**config.mk**
```make
export PLATFORM = sky130hd
export DESIGN_NAME = mini_mips8_single_cycle_core
export DESIGN_NICKNAME = d
export VERILOG_FILES = /design/src/hw/rtl/mm8_pkg.sv /design/src/hw/rtl/mini_mips8_single_cycle_core.sv /design/src/hw/rtl/mm8_ram.sv
export SDC_FILE = /design/constraint.sdc
export NUM_CORES = 2
export LEC_CHECK = 0
export ABC_AREA = 1
export BUFFER_PORTS_ARGS = -buffer_cell sky130_fd_sc_hd__clkbuf_2
export CAP_MARGIN = 0
export CORE_MARGIN = 4
export CORE_UTILIZATION = 40
export DETAILED_ROUTE_END_ITERATION = 8
export HOLD_SLACK_MARGIN = 0.12
export PLACE_DENSITY = 0.64
export SLEW_MARGIN = 40
export SYNTH_ARGS = -nofsm -noshare
export SYNTH_HDL_FRONTEND = slang
export SYNTH_SLANG_ARGS = --single-unit
```
**constraint.sdc**
```tcl
create_clock -name clk -period 15.1 [get_ports clk]
set_input_delay 3.775 -clock clk [delete_from_list [all_inputs] [get_ports clk]]
set_output_delay 3.775 -clock clk [all_outputs]
set_load 0.05 [all_outputs]
```
**src/hw/rtl/mm8_pkg.sv**
```systemverilog
// Shared types and constants for the 8-bit single-cycle core.
package mm8_pkg;

	localparam int InstrWidth = 16;
	localparam int DataWidth  = 8;
	localparam int PcWidth    = 8;
	localparam int RegCount   = 8;
	localparam int RegIdxWidth = 3;
	localparam int InWidth    = 32;
	localparam int OutWidth   = 40;

	localparam logic KIND_EXEC    = 1'b0;
	localparam logic KIND_PRELOAD = 1'b1;

	typedef enum logic [3:0] {
		OP_RTYPE = 4'd0,
		OP_J     = 4'd2,
		OP_ADDI  = 4'd4,
		OP_BEQ   = 4'd8,
		OP_LW    = 4'd11,
		OP_SW    = 4'd15
	} opcode_t;

	typedef enum logic [2:0] {
		FN_ADD = 3'd0,
		FN_SUB = 3'd2,
		FN_AND = 3'd4,
		FN_OR  = 3'd5
	} funct_t;

	typedef struct packed {
		logic                   illegal;
		logic                   branch_taken;
		logic                   overflow;
		logic [DataWidth-1:0]   mem_value;
		logic [7:0]             mem_address;
		logic                   mem_write;
		logic [DataWidth-1:0]   reg_value;
		logic [RegIdxWidth-1:0] reg_index;
		logic                   reg_write;
		logic [PcWidth-1:0]     next_pc;
	} result_t;

endpackage

```
**src/hw/rtl/mini_mips8_single_cycle_core.sv**
```systemverilog
// Top level of the 8-bit single-cycle core: decode, execute, data memory and result stage.
//
//  Channel  Direction  Fields
//  s_*      in         tuser: kind; tdata: instruction, preload_address, preload_value
//  m_*      out        tdata: next_pc, reg_write, reg_index, reg_value, mem_write,
//                             mem_address, mem_value, overflow, branch_taken, illegal
//
// One item is accepted every cycle unless stalled; the input register feeds the result register.
// An item is executed combinationally from the input register; a load's data comes from
// the data memory's registered read port in the result stage and is forwarded back.
// Reset clears the pc, the registers and one valid bit per data memory entry at once.
// Input transfers stall only while the input register is full and the result is held.
module mini_mips8_single_cycle_core #(
	parameter int DATA_DEPTH = 256
) (
	input  logic        clk,
	input  logic        arst_n,
	input  logic        s_tvalid,
	output logic        s_tready,
	input  logic [31:0] s_tdata,  // instruction[15:0], preload_address[23:16], preload_value[31:24]
	input  logic        s_tuser,  // kind
	output logic        m_tvalid,
	input  logic        m_tready,
	output logic [39:0] m_tdata   // next_pc, reg_write, reg_index, reg_value, mem_write,
	                              // mem_address, mem_value, overflow, branch_taken, illegal
);

	localparam int AW = $clog2(DATA_DEPTH);

	logic [AW-1:0] amod_tbl [256];
	logic [AW-1:0] imod_tbl [64];
	logic [AW-1:0] pmod_tbl [256];

	for (genvar gi = 0; gi < 256; gi++) begin : g_amod
		localparam int AMod = (((gi >= 128) ? gi - 256 : gi) % DATA_DEPTH + DATA_DEPTH)
			% DATA_DEPTH;
		localparam int PMod = gi % DATA_DEPTH;
		assign amod_tbl[gi] = AW'(AMod);
		assign pmod_tbl[gi] = AW'(PMod);
	end

	for (genvar gi = 0; gi < 64; gi++) begin : g_imod
		localparam int IMod = (((gi >= 32) ? gi - 64 : gi) % DATA_DEPTH + DATA_DEPTH)
			% DATA_DEPTH;
		assign imod_tbl[gi] = AW'(IMod);
	end

	logic        valid_s1;
	logic        kind_s1;
	logic [15:0] instr_s1;
	logic [7:0]  paddr_s1;
	logic [7:0]  pval_s1;

	logic                valid_s2;
	mm8_pkg::result_t    res_s2;
	logic                load_s2;

	logic [7:0]          pc_q;
	logic [7:0]          rf_q [mm8_pkg::RegCount];
	logic [DATA_DEPTH-1:0] valid_q;
	logic                ld_pend_q;
	logic [2:0]          ld_idx_q;
	logic                ld_hit_q;

	logic                s1_adv;
	logic [7:0]          ram_rdata;
	logic [7:0]          ld_data;

	logic [3:0]  op;
	logic [2:0]  rs;
	logic [2:0]  rt;
	logic [2:0]  rd;
	logic [2:0]  fn;
	logic [5:0]  imm;
	logic [7:0]  a_val;
	logic [7:0]  b_val;
	logic [8:0]  sum_ab;
	logic [8:0]  dif_ab;
	logic [8:0]  sum_ai;
	logic [AW:0] addr_sum;
	logic [AW-1:0] mem_addr;

	mm8_pkg::result_t res_d;
	logic             load_d;
	logic             rf_we;
	logic             ram_we;
	logic [AW-1:0]    ram_waddr;
	logic [7:0]       ram_wdata;

	assign s1_adv   = valid_s1 && (!valid_s2 || m_tready);
	assign s_tready = !valid_s1 || s1_adv;
	assign ld_data  = ld_hit_q ? ram_rdata : 8'd0;

	assign op  = instr_s1[15:12];
	assign rs  = instr_s1[11:9];
	assign rt  = instr_s1[8:6];
	assign rd  = instr_s1[5:3];
	assign fn  = instr_s1[2:0];
	assign imm = instr_s1[5:0];

	assign a_val = (ld_pend_q && ld_idx_q == rs) ? ld_data : rf_q[rs];
	assign b_val = (ld_pend_q && ld_idx_q == rt) ? ld_data : rf_q[rt];

	assign sum_ab = {a_val[7], a_val} + {b_val[7], b_val};
	assign dif_ab = {a_val[7], a_val} - {b_val[7], b_val};
	assign sum_ai = {a_val[7], a_val} + {{3{imm[5]}}, imm};

	assign addr_sum = {1'b0, amod_tbl[a_val]} + {1'b0, imod_tbl[imm]};
	assign mem_addr = (addr_sum >= (AW + 1)'(DATA_DEPTH))
		? AW'(addr_sum - (AW + 1)'(DATA_DEPTH)) : AW'(addr_sum);

	always_comb begin
		res_d         = '0;
		res_d.next_pc = pc_q;
		load_d        = 1'b0;
		rf_we         = 1'b0;
		ram_we        = 1'b0;
		ram_waddr     = mem_addr;
		ram_wdata     = b_val;
		if (kind_s1 == mm8_pkg::KIND_PRELOAD) begin
			ram_we            = 1'b1;
			ram_waddr         = pmod_tbl[paddr_s1];
			ram_wdata         = pval_s1;
			res_d.mem_write   = 1'b1;
			res_d.mem_address = 8'(pmod_tbl[paddr_s1]);
			res_d.mem_value   = pval_s1;
		end else begin
			case (op)
				mm8_pkg::OP_RTYPE: begin
					res_d.reg_write = 1'b1;
					res_d.reg_index = rd;
					res_d.next_pc   = pc_q + 8'd1;
					rf_we           = 1'b1;
					case (fn)
						mm8_pkg::FN_ADD: begin
							res_d.reg_value = sum_ab[7:0];
							res_d.overflow  = sum_ab[8] ^ sum_ab[7];
						end
						mm8_pkg::FN_SUB: begin
							res_d.reg_value = dif_ab[7:0];
							res_d.overflow  = dif_ab[8] ^ dif_ab[7];
						end
						mm8_pkg::FN_AND: res_d.reg_value = a_val & b_val;
						mm8_pkg::FN_OR:  res_d.reg_value = a_val | b_val;
						default: begin
							res_d         = '0;
							res_d.next_pc = pc_q;
							res_d.illegal = 1'b1;
							rf_we         = 1'b0;
						end
					endcase
				end
				mm8_pkg::OP_J: begin
					res_d.next_pc      = {1'b0, instr_s1[6:0]} + 8'd1;
					res_d.branch_taken = 1'b1;
				end
				mm8_pkg::OP_ADDI: begin
					rf_we           = 1'b1;
					res_d.reg_write = 1'b1;
					res_d.reg_index = rt;
					res_d.reg_value = sum_ai[7:0];
					res_d.overflow  = sum_ai[8] ^ sum_ai[7];
					res_d.next_pc   = pc_q + 8'd1;
				end
				mm8_pkg::OP_BEQ: begin
					if (a_val == b_val) begin
						res_d.next_pc      = pc_q + {{2{imm[5]}}, imm} + 8'd1;
						res_d.branch_taken = 1'b1;
					end else begin
						res_d.next_pc = pc_q + 8'd1;
					end
				end
				mm8_pkg::OP_LW: begin
					load_d            = 1'b1;
					res_d.reg_write   = 1'b1;
					res_d.reg_index   = rt;
					res_d.overflow    = sum_ai[8] ^ sum_ai[7];
					res_d.mem_address = 8'(mem_addr);
					res_d.next_pc     = pc_q + 8'd1;
				end
				mm8_pkg::OP_SW: begin
					ram_we            = 1'b1;
					res_d.mem_write   = 1'b1;
					res_d.mem_address = 8'(mem_addr);
					res_d.mem_value   = b_val;
					res_d.overflow    = sum_ai[8] ^ sum_ai[7];
					res_d.next_pc     = pc_q + 8'd1;
				end
				default: res_d.illegal = 1'b1;
			endcase
		end
	end

	mm8_ram #(
		.WIDTH (8),
		.DEPTH (DATA_DEPTH)
	) u_dmem (
		.clk   (clk),
		.we    (s1_adv && ram_we),
		.waddr (ram_waddr),
		.wdata (ram_wdata),
		.re    (s1_adv && load_d),
		.raddr (mem_addr),
		.rdata (ram_rdata)
	);

	always_ff @(posedge clk or negedge arst_n) begin
		if (!arst_n) begin
			valid_s1  <= 1'b0;
			valid_s2  <= 1'b0;
			pc_q      <= '0;
			valid_q   <= '0;
			ld_pend_q <= 1'b0;
			for (int i = 0; i < mm8_pkg::RegCount; i++) begin
				rf_q[i] <= '0;
			end
		end else begin
			if (s_tready) begin
				valid_s1 <= s_tvalid;
			end
			if (s1_adv) begin
				valid_s2 <= 1'b1;
			end else if (m_tready) begin
				valid_s2 <= 1'b0;
			end
			if (ld_pend_q && !(s1_adv && rf_we && res_d.reg_index == ld_idx_q)) begin
				rf_q[ld_idx_q] <= ld_data;
			end
			ld_pend_q <= s1_adv && load_d;
			if (s1_adv) begin
				pc_q <= res_d.next_pc;
				if (rf_we) begin
					rf_q[res_d.reg_index] <= res_d.reg_value;
				end
				if (ram_we) begin
					valid_q[ram_waddr] <= 1'b1;
				end
			end
		end
	end

	always_ff @(posedge clk) begin
		if (s_tready && s_tvalid) begin
			kind_s1  <= s_tuser;
			instr_s1 <= s_tdata[15:0];
			paddr_s1 <= s_tdata[23:16];
			pval_s1  <= s_tdata[31:24];
		end
		if (s1_adv) begin
			res_s2   <= res_d;
			load_s2  <= load_d;
			ld_idx_q <= rt;
			ld_hit_q <= valid_q[mem_addr];
		end
	end

	always_comb begin
		m_tdata = res_s2;
		if (load_s2) begin
			m_tdata[19:12] = ld_data;
			m_tdata[36:29] = ld_data;
		end
	end

	assign m_tvalid = valid_s2;

endmodule

```
**src/hw/rtl/mm8_ram.sv**
```systemverilog
// Generic single-port-write, registered-read RAM.
module mm8_ram #(
	parameter int WIDTH = 8,
	parameter int DEPTH = 256
) (
	input  logic                     clk,
	input  logic                     we,
	input  logic [$clog2(DEPTH)-1:0] waddr,
	input  logic [WIDTH-1:0]         wdata,
	input  logic                     re,
	input  logic [$clog2(DEPTH)-1:0] raddr,
	output logic [WIDTH-1:0]         rdata
);

	logic [WIDTH-1:0] mem_q [DEPTH];

	always_ff @(posedge clk) begin
		if (we) begin
			mem_q[waddr] <= wdata;
		end
		if (re) begin
			rdata <= mem_q[raddr];
		end
	end

endmodule

```
# Word level (Yosys, flattened, before mapping)
# Memory sizes are Yosys's and may differ from the RTL's. A register that Yosys moved wholly into a read port is not among the register bits.
# Cells that the tools add are included.
# Widths: inputs -> output; s select.
dict set report totals {
  reg_bits 409
  latchBits 0
  n_memories 4
  mem_bits_rw 2048
  in_bits 37
  word_cells 167
  rom_bits 4608
}
# memory words word_bits rd rd_ports_with_merged_regs wr line_no
set mem_list {}
lappend mem_list {{(name not given)} 256 8 1 0 0 mini_mips8_single_cycle_core.sv:125} ;# res_d.mem_address = 8'(pmod_tbl[paddr_s1]);
lappend mem_list {{(name not given)} 256 8 1 0 0 mini_mips8_single_cycle_core.sv:108} ;# assign addr_sum = {1'b0, amod_tbl[a_val]} + {1'b0, imod_tbl[imm]};
lappend mem_list {u_dmem.mem_q 256 8 1 1 1 mm8_ram.sv:15} ;# logic [WIDTH-1:0] mem_q [DEPTH];
lappend mem_list {{(name not given)} 64 8 1 0 0 mini_mips8_single_cycle_core.sv:108}
dict set report op_classes {
  bitwise_logic 13
  n_eq_ne 12
  reduce_logical 26
  addsub 9
  div_mod_pow 0
  magnitude_cmp 13
  muxes 60
  mul 0
  shift 0
}
# operator n
set ops {}
lappend ops {{$or 256x256->256} 1}
lappend ops {{$mux 64} 3}
lappend ops {{$mux 8} 23}
lappend ops {{$bwmux 64} 2}
lappend ops {{$pmux 8 s4} 2}
lappend ops {{$bmux 8 s3} 2}
lappend ops {{$demux 8 s3} 2}
lappend ops {{$ge 9x9->1 const B} 3}
lappend ops {{$mux 20} 1}
lappend ops {{$add 8x8->9} 2}
lappend ops {{$lt 8x9->1 const B} 2}
lappend ops {{$not 8->9} 2}
lappend ops {{$mux 17} 1}
lappend ops {{$add 8x1->8 const B} 2}
lappend ops {{$ge 4x4->1 const B} 4}
lappend ops {{$not 3->4} 4}
lappend ops {{$pmux 8 s2} 1}
lappend ops {{$mux 1} 13}
lappend ops {{$eq 4x4->1 const B} 3}
lappend ops {{$logic_and 1x1->1} 12}
lappend ops {{$mux 12} 1}
lappend ops {{$add 8x6->9} 1}
lappend ops {{$eq 3x3->1} 3}
lappend ops {{$sub 8x8->9} 1}
lappend ops {{31 further kinds} 42}

# Logic depth before layout (Yosys ltp)
dict set report depth {
  word_depth 18
  mapped_depth 26
}

# Hierarchy
# From an unflattened synthesis, not the netlist that was laid out.
dict set report unflattened {
  cells_unflattened 9564
  hier_area_um2 105358.5
}
# module seq_area_each_um2 area_per_inst_um2 instances cells_each
set by_module_without_submodules {}
lappend by_module_without_submodules {mm8_ram 61739.2 83476.3 1 7003}
lappend by_module_without_submodules {mini_mips8_single_cycle_core 10625.2 21882.2 1 2561}

# Worst setup path after synthesis
# Ideal clock, no wire load.
dict set report synth_path {
  path_kind {register to register}
  from {register instr_s1[7]}
  to {memory u_dmem.mem_q[0][1], data pin}
  setup_time_ns 2.203
  period_less_slack_ns 13.815
  path_slack_ns 1.285
  t_arrival_ns 11.612
  stages_incl_launch_ff 10
  path_buffers 2
  required_time_ns 12.897
  cell_sequence {edfxtp_1 inv_1 buf_2 buf_1 a21oi_1 a21oi_1 a32oi_1 nand2_1 o21ai_0 o21ai_0}
}
dict set report synth_via {
  elab_chain_len 6
}
# item line_no
set synth_rtl {}
lappend synth_rtl {{start, declared} mini_mips8_single_cycle_core.sv:50} ;# logic [15:0] instr_s1;
lappend synth_rtl {{start signal, assigned} mini_mips8_single_cycle_core.sv:245} ;# instr_s1 <= s_tdata[15:0];
lappend synth_rtl {{$not 3->4 (not written as such)} mini_mips8_single_cycle_core.sv:102} ;# assign b_val = (ld_pend_q && ld_idx_q == rt) ? ld_data : rf_q[rt];
lappend synth_rtl {{$bmux 8 s3} mini_mips8_single_cycle_core.sv:102}
lappend synth_rtl {{$mux 8 (not written as such) (2 in series)} mini_mips8_single_cycle_core.sv:102}
lappend synth_rtl {{$mux 8 (*)} mini_mips8_single_cycle_core.sv:102}
lappend synth_rtl {{$mux 8 (*)} mini_mips8_single_cycle_core.sv:120} ;# if (kind_s1 == mm8_pkg::KIND_PRELOAD) begin
lappend synth_rtl {{via ram_wdata[1]} mini_mips8_single_cycle_core.sv:88} ;# logic [7:0] ram_wdata;
lappend synth_rtl {{end, declared} mm8_ram.sv:15}
# Mark *: on every way through the listed nets, which the timed path passes. The rest lies on a longest branch. The select of a mux whose other input is x is not followed.

# Final worst setup path
dict set report layout_path {
  from {input m_tready}
  to {output s_tready}
}
dict set report layout_via {
  elab_chain_len 3
}
# item line_no
set layout_rtl {}
lappend layout_rtl {{start, declared} mini_mips8_single_cycle_core.sv:23} ;# input logic m_tready,
lappend layout_rtl {{$logic_or 1x1->1} mini_mips8_single_cycle_core.sv:90} ;# assign s1_adv = valid_s1 && (!valid_s2 || m_tready);
lappend layout_rtl {{$logic_and 1x1->1} mini_mips8_single_cycle_core.sv:90}
lappend layout_rtl {{$logic_or 1x1->1} mini_mips8_single_cycle_core.sv:91} ;# assign s_tready = !valid_s1 || s1_adv;
lappend layout_rtl {{end, declared} mini_mips8_single_cycle_core.sv:19} ;# output logic s_tready,
# No other way between the ends.

==> results.ini <==
[outcome]
status = complete, no violations

[logic_synthesis]
synthFlopType = edfxtp_1
synth-xor-area-share = 0.00119
syn-num-nets = 11231
synth_seq_area_share = 0.661
yosys.area_share.adder = 0.00588
synth_compound_gate_area_share = 0.0610
synth_top_family_by_area = simple AND/OR/NAND/NOR gates
syn_inst = 11145
yosys_warnings = 0
synth.distinct_cells = 53
ys_ff_latch = 2465
postSynth.asyncResetShare = 0.134
muxShareOfSynthArea = 0
synth_area_sq_um = 109000
syn_avg_cell_area_sq_um = 9.82
synth_edf_count = 2134
yosys.area_share.simple = 0.208

[floorplanning]
die_w_microns = 531
die_area_sq_um = 282000
die_h_microns = 531
start_util = 0.403
rows = 191
ios = 79
core_area_sq_um = 271000

[sta]
worstMarginPinSlew_ns = 0.899
fin_setup_tns_ns = 0
fin_crit_sh = 0.535
slew_viol_final = 0
finalClockSkew_ns = 0.0755
fmax_ghz = 0.124
fin_crit_ns = 8.08
finalHoldViolCount = 0
finalSetupViolCount = 0
slew_headroom = 0.401
rsz0062_at_grt = false

[global_route]
antenna_found_initial = 9
grt_pass1_vias = 76572
grt_start_max_net_pins = 207
grt_pass1_wl_mm = 476
overflow = 0
track_usage = 0.221

[critical_path]
cp_max_fo = 3
cp-end-kind = primary output
worstPathRequired_ns = 11.32
worstPathArrival_ns = 4.31
path_class = in -> out
worstSetupStartpointType = input pin

[route]
drtIter0Drc = 9129
postRouteAntennaNets = 0
routedWlPerCell_microns = 21.4
firstDrtPassIters = 6
drc = 0
route.detailed.vias_per_inst = 5.36
wl_mm = 316
num_vias = 79118

[cells_and_area]
layout_common_cells = nand2_1, edfxtp_1, nor2_1
layout_commonest_cell = nand2_1
stdcell_count = 14755
n_fill_cell = 24992
syn_to_final_growth_pct = 11.6
drive_above_1_share = 0.0606
final_nets = 11058

[pwr]
power_density_nw_per_um2 = 156
cellLeakagePower_nw = 49.8
irDropWorstVdd_mv = 0.134

[worst_hold_path]
timing.hold.worst.class = reg -> reg

[clock_network]
cts_made_buffers = 278
cts_resized = 0
postCtsSetupBuffers = 0
cts.sinks = 2465
htree_levels = 5
clock_path_buffers = 4
clk_transition_reported_paths_ns = 0.07
clockRootBuffer = clkbuf_16
cts_tree = yes
clock_latency_ns = 0.96
cts_hold_buffers = 0

[place]
place.gp.congestion = 0.928
port_buffers = 78
dp_cells = 14252
dp_hpwl_mm = 183

[flow_run]
cap_violations = 0

-- state kept, by name, indices dropped and copies added, names as in the netlist --
signal	count
m_tdata	24
ld_pend_q	1
instr_s1	16
ld_hit_q	1
ld_idx_q	3
m_tvalid	1
valid_s1	1
u_dmem.rdata	8
u_dmem.mem_q	2048
paddr_s1	8
rf_q	64
pc_q	8
valid_q	256
load_s2	1
kind_s1	1
pval_s1	8
res_s2	16
-- synthesized netlist by cell type (15+ instances only) --
cell / count / area (sq um)
o211ai_1: 60 / 450
nand3_1: 1161 / 5810
nor2_1: 1505 / 5650
o21ai_0: 1048 / 5250
nor2_2: 15 / 93.8
a21oi_1: 115 / 576
buf_4: 25 / 188
inv_2: 18 / 67.6
buf_1: 90 / 338
dfrtp_1: 331 / 8280
buf_2: 260 / 1300
inv_1: 1022 / 3840
edfxtp_1: 2134 / 64100
clkbuf_1: 288 / 1080
ha_1: 45 / 563
nand2_1: 2902 / 10900
o21ai_1: 18 / 90.1
-- path summary, 6_finish.rpt --
| kind | startpoint | endpoint | slack [ns] | cells after the start |
|---|---|---|---|---|
| min | valid_q[68]$_DFFE_PN0P_ | valid_q[68]$_DFFE_PN0P_ | 0.45 | 2 |
| min in group asynchronous | arst_n | valid_q[154]$_DFFE_PN0P_ | 2.79 | 1 |
| min reg2reg | valid_q[68]$_DFFE_PN0P_ | valid_q[68]$_DFFE_PN0P_ | 0.45 | 2 |
| max | m_tready | s_tready | 7.02 | 4 |
| max reg2reg | instr_s1[9]$_DFFE_PP_ | u_dmem.rdata[0]$_DFFE_PP_ | 7.75 | 25 |
| max in group asynchronous | arst_n | valid_q[41]$_DFFE_PN0P_ | 10.54 | 3 |
-- per-layer routing --
layer  GRT usage  vias to the layer above  routed length, microns
li1            -                    36518                       -
met1       0.298                    38376                  130000
met2       0.349                     3591                  144000
met3      0.0436                      633                   28900
met4      0.0910                        0                   13300
met5           0                        -                       0
-- cell families (layout without fill, tap and decap cells) --
logic type / Yosys count / in the layout
other: 0 / 8
flip-flops: 2465 / 2465
buffers and inverters: 1712 / 1744
adder cells (fa/ha/maj): 49 / 49
AO/OA/AOI/OAI: 1279 / 1279
XOR/XNOR: 14 / 14
AND/OR/NAND/NOR: 5626 / 5626
-- metrics by stage --
stage	instance area, sq um	utilization	setup WS (ns)	hold WS (ns)	power [mW]
2_1_floorplan	109000	-	1.28	0.422	10.9
3_3_place_gp	113000	0.415	7.00	0.433	12.4
3_5_place_dp	113000	0.416	7.01	0.438	12.5
4_1_cts	122000	0.448	7.01	0.451	19.1
5_1_grt	122000	0.450	6.96	0.459	19.9
6_report	122000	0.450	7.02	0.451	19.1
-- worst max-delay path: stages --
cell,delay (ns)
clkbuf_2,0.08
inv_1,0.04
nand3_1,0.11
clkbuf_2,0.30
-- layout make-up --
class                      count  area (sq um)  share of cell area
tap                         3570          4470              0.0366
sequential                  2465         72400               0.593
antenna                        8          20.0            0.000164
timing repair buffer         210          1910              0.0156
inverter                    1049          3960              0.0325
clock inverter               105          1080             0.00884
multi-input combinational   6968         30500               0.250
clock buffer                 380          7770              0.0637
-- where the power goes --
part           switching, mW  total [mW]  internal, mW
Clock                   2.67        6.62          3.96
Combinational           3.57        4.73          1.16
Sequential            0.0691        7.71          7.64
Total                   6.31        19.1          12.8
Power figures use the tool's default switching activity.
